`src/sv/sip_queue.sv`:
```
module sip_queue #(
  parameter int unsigned WIDTH = 8
) (
  input  logic             clk_i,
  input  logic             rst_ni,
  input  logic             push_i,
  input  logic [WIDTH-1:0] data_i,
  input  logic             pop_i,
  output logic             valid_o,
  output logic             full_o,
  output logic [WIDTH-1:0] data_o
);

  logic [WIDTH-1:0] mem_q [0:1];
  logic             wptr_q, rptr_q;
  logic [1:0]       cnt_q;
  logic             do_pop;

  assign do_pop  = pop_i && (cnt_q != 2'd0);
  assign valid_o = cnt_q != 2'd0;
  assign full_o  = cnt_q == 2'd2;
  assign data_o  = mem_q[rptr_q];

  always_ff @(posedge clk_i or negedge rst_ni) begin
    if (!rst_ni) begin
      wptr_q <= 1'b0;
      rptr_q <= 1'b0;
      cnt_q  <= 2'd0;
    end else begin
      if (push_i) begin
        wptr_q <= ~wptr_q;
      end
      if (do_pop) begin
        rptr_q <= ~rptr_q;
      end
      cnt_q <= cnt_q + 2'(push_i) - 2'(do_pop);
    end
  end

  always_ff @(posedge clk_i) begin
    if (push_i) begin
      mem_q[wptr_q] <= data_i;
    end
  end

endmodule

```
`config.mk`:
```
export PLATFORM = sky130hd
export DESIGN_NAME = sip_queue
export DESIGN_NICKNAME = d
export VERILOG_FILES = /design/src/sv/sip_queue.sv
export SDC_FILE = /design/constraint.sdc
export NUM_CORES = 1
export LEC_CHECK = 0
export CORE_MARGIN = 2
export CORE_UTILIZATION = 36
export DETAILED_ROUTE_END_ITERATION = 7
export DONT_BUFFER_PORTS = 1
export HOLD_SLACK_MARGIN = 0.12
export SYNTH_ARGS = -nofsm -noshare
export SYNTH_HDL_FRONTEND = slang
export SYNTH_SLANG_ARGS = --single-unit
```
`constraint.sdc`:
```
create_clock -name clk_i -period 1.71 [get_ports clk_i]
set_input_delay 0.342 -clock clk_i [delete_from_list [all_inputs] [get_ports clk_i]]
set_output_delay 0.342 -clock clk_i [all_outputs]
set_load 0.01 [all_outputs]
```
==> After elaboration in Yosys (flattened, before gate mapping) <==
Memories as Yosys holds them, arrays and structs flattened.
Cells that the tools add are included.
{ "word_totals": {"out_inout_bits": 10, "wordCells": 13, "register_bits": 4, "mem_bits_rw": 16, "mem_count": 1} }
{ "memory_table": {"columns": ["memory", "depth", "word_bits", "read_ports", "rd_clocked_by_memory_dff", "write_ports", "line", "rtl"], "rows": [
  ["mem_q", 2, 8, 1, 0, 1, "14", "logic [WIDTH-1:0] mem_q [0:1];"]
]} }
{ "op_classes": {"n_reduce_logical": 2, "n_eq_ne": 1, "muxes": 2, "bitwise": 2, "addsub": 2} }
{ "ops": {"columns": ["operator", "count"], "rows": [
  ["$add A2 B1 Y2", 1],
  ["$eq A2 B2 Y1 const B", 1],
  ["$mux W1", 2],
  ["$not A1 Y1", 2],
  ["$reduce_bool A2 Y1", 1],
  ["$sub A2 B1 Y2", 1],
  ["$logic_and A1 B1 Y1", 1]
]} }

==> Logic depth before layout (Yosys ltp) <==
{ "logic_depth": {"depth_word": 3, "depth_mapped": 6, "depth_no_buf": 6} }

==> Least setup slack after synthesis <==
No wires, ideal clock.
{ "synth_timing": {"path_kind": "register to register", "startpoint": "register cnt_q[0]", "endpoint": "register cnt_q[1]", "stages_incl_launch_ff": 7, "required_ns": 1.587, "slack_ns": 0.294, "setup_time_ns": 0.123, "t_arrival_ns": 1.293, "path_buffers": 0, "cell_sequence": "dfrtp_1 > o21a_1 > ha_1 > inv_1 > ha_1 > xnor2_1 > xnor2_1"} }
{ "synth_between": {"elab_chain_cells": 3, "elab_cells_between_ends": 4, "classes_between": "add/sub (2); reduce/logical (2)"} }
{ "synth_rtl": {"columns": ["element", "line", "rtl"], "rows": [
  ["from (decl)", "16", "logic [1:0] cnt_q;"],
  ["from (signal assigned)", "36", "cnt_q <= cnt_q + 2'(push_i) - 2'(do_pop);"],
  ["$reduce_bool A2 Y1", "19", "assign do_pop = pop_i && (cnt_q != 2'd0);"],
  ["$logic_and A1 B1 Y1", "19", null],
  ["named net do_pop", "17", "logic do_pop;"],
  ["$sub A2 B1 Y2", "36", null]
]} }
The timed path passes the listed nets, and every way through them passes these cells.
A chain may end at the register's enable or synchronous reset.

==> Worst setup path in the final report <==
{ "layout_timing": {"startpoint": "register rptr_q", "endpoint": "output port data_o[1]"} }
{ "layout_between": {"elab_chain_cells": 1} }
{ "layout_rtl": {"columns": ["element", "line", "rtl"], "rows": [
  ["from (decl)", "15", "logic wptr_q, rptr_q;"],
  ["from (signal assigned)", "34", "rptr_q <= ~rptr_q;"],
  ["$mem_v2 Z2 W8", null, null],
  ["to (decl)", "11", "output logic [WIDTH-1:0] data_o"]
]} }
No other way between the ends.

==> metrics.cfg <==
[outcome]
status = finished, final reports clean

[detailed_routing]
drtIter0Drc = 5
avgRoutedWirePerCell_um = 12.23
drc = 0
dr_total_vias = 378
via_per_inst = 4.500
drt_wl_total_um = 1027
first_pass_iters = 2
postRouteAntennaNets = 0

[placed_design]
place_ws_ns = 0.2144
port_buffers = 0
placed_cell_area_um2 = 843.3
routabilityCongestion = 0.5754
dp_hpwl_um = 715.4
placedCellCount = 70

[critical_path]
endpoint_kind = output pin
critical_path_class = reg2out
cpMaxStageDelayCell = dfrtp_2
r2r_start = cnt_q[0]
setup.worst_path.end = data_o[1]
r2r-end = cnt_q[1]
required_ns = 1.37
timing.critical_path.from = rptr_q
cpPeakStageDelay_ns = 0.55
rr_worst_depth = 6
crit_chain = mux2_4
reg2reg_slack_ns = 0.22
worstPathArrival_ns = 1.19
crit_path_start_kind = flip-flop
crit_buf_inv = 0
cp_top_family = flip-flops
path_max_fanout = 9
cp.depth = 1

[cts]
post-cts-setup-buffer-count = 0
clk_path_buf_depth = 2
cts_htree_levels = 1
clk_pin_slew_ns = 0.10
cts_sinks = 20
root_buffer = clkbuf_4
cts_tree = yes
worstSkewPairLatency_ns = 0.28
numCtsBuffers = 3

[final_layout]
area_delta_synth_final_pct = 19.57
final_cell_mix = edfxtp_1, dlygate4sd3_1, mux2_4
final_common_cell = edfxtp_1
num_antenna_cells = 0
final-instance-count-excl-fill = 84
fin_nets = 71
drive_above_1_share_pct = 25.00
final_area_um2 = 970.9

[timing]
finalSetupViolations = 0
final.setup.tns_ns = 0
hold_violations = 0
min_period_ns = 1.535
worst_pin_slew_ns = 0.3804
max_slew_margin_pct = 74.64
fin_worst_skew_ns = 0.001800
fin_crit_sh_pct = 89.76
worst_slack_ns = 0.1751
final_max_slew_viol_count = 0
fmax_mhz = 651.5
rsz0062_at_grt = no

[yosys]
synth-seq-cells = 20
synthCells = 42
synth.avg_cell_area_um2 = 19.33
synth_area_leaders = edfxtp_1, mux2_4, dfrtp_1
synth_area_um2 = 812.0
yosysTopAreaCellShare_pct = 59.17
synth_cell_type_count = 12
syn_nets = 56
synth_warnings = 0
yosysTopAreaCell = edfxtp_1
yosysSeqAreaShare_pct = 71.49

[die]
io_pins = 22
num_rows = 17
start_util_pct = 37.43
die_area_mm2 = 0.002652
die_h_um = 51.50
dieWidth_um = 51.50
coreArea_mm2 = 0.002170

[global_route]
grt_pass1_wl_um = 1428
grt_overflow = 0
grt_pass1_vias = 316
gr-usage-all-layers_pct = 8.142
grt_max_degree = 12
antenna_found_initial = 0

[pwr]
ir_drop_v = 0.0006378
p_leak_nw = 0.3742
p_per_area_mw_per_mm2 = 1459

[min_path]
hp-class = in2reg

[job]
timing.max_cap.violations = 0

[worst min-delay path by stage]
| stage | startpoint | endpoint | slack, ns | depth (start not counted) |
|---|---|---|---|---|
| after detailed placement | rst_ni | cnt_q[0] | 0.05 | 0 |
| after global routing | push_i | cnt_q[0] | 0.16 | 1 |
| after global placement | rst_ni | cnt_q[0] | 0.05 | 0 |
| after CTS | data_i[1] | mem_q[1][1] | 0.13 | 0 |
| after floorplan | rst_ni | cnt_q[0] | 0.05 | 0 |
| final | push_i | cnt_q[0] | 0.19 | 1 |
[power by group]
part | switching (mW) | total [mW] | leakage, nW | internal (mW)
sequential | 0.106 | 0.772 | 0.196 | 0.666
combinational | 0.189 | 0.437 | 0.163 | 0.248
clock | 0.123 | 0.207 | 0.0154 | 0.0847
total | 0.417 | 1.42 | 0.374 | 0.999
[Yosys cell counts]
master and instances:
and2_1 1, buf_6 1, dfrtp_1 4, edfxtp_1 16, ha_1 2, inv_1 2, mux2_4 8, nor2b_1 2
o21a_1 1, or2_2 1, xnor2_1 2, xor2_1 2
[metrics by stage]
| stage | total power, mW | hold WS, ns | util (%) |
|---|---|---|---|
| 2_1_floorplan | 1.158 | 0.04641 | - |
| 3_3_place_gp | 1.194 | 0.04651 | 38.87 |
| 3_5_place_dp | 1.210 | 0.04653 | 38.87 |
| 4_1_cts | 1.424 | 0.1302 | 41.00 |
| 5_1_grt | 1.514 | 0.1639 | 44.75 |
| 6_report | 1.417 | 0.1866 | 44.75 |
[repair_timing]
item                                   4_1_cts  5_1_grt
gates resized for setup                      0        1
hold buffers                                 2        8
setup endpoints to repair                    0        8
endpoints found under the hold margin        5       16
[routing by layer]
| layer | track usage (%) | vias up | share of wire, % |
|---|---|---|---|
| li1 | - | 180 | - |
| met1 | 7.075 | 186 | 37 |
| met2 | 13.25 | 10 | 57 |
| met3 | 4.023 | 2 | 5.1 |
| met4 | 7.895 | 0 | 1.6 |
| met5 | 0 | - | 0 |
[kinds of logic (layout without fill, tap and decap cells)]
| kind of cell | after synthesis | in the layout | share of synthesized area (%) |
|---|---|---|---|
| flops | 20 | 20 | 71.50 |
| compound gates | 1 | 1 | 0.9248 |
| fa+ha+maj | 2 | 2 | 3.081 |
| buf+inv | 3 | 17 | 2.311 |
| mux | 8 | 8 | 14.79 |
| simple gates | 4 | 4 | 3.082 |
| xor+xnor | 4 | 4 | 4.315 |
[layout make-up]
class | instances | area [um2]
clock buffer | 3 | 22.52
clock inverter | 1 | 3.754
fill | 205 | 1199
inverter | 2 | 7.507
multi-input combinational | 19 | 212.7
sequential | 20 | 581.8
tap | 28 | 35.03
timing repair buffer | 11 | 107.6
[state kept, by name, indices dropped and copies added (netlist names)]
register and cells:
rptr_q 1, wptr_q 1, mem_q 16, cnt_q 2
Power figures use the tool's default switching activity.
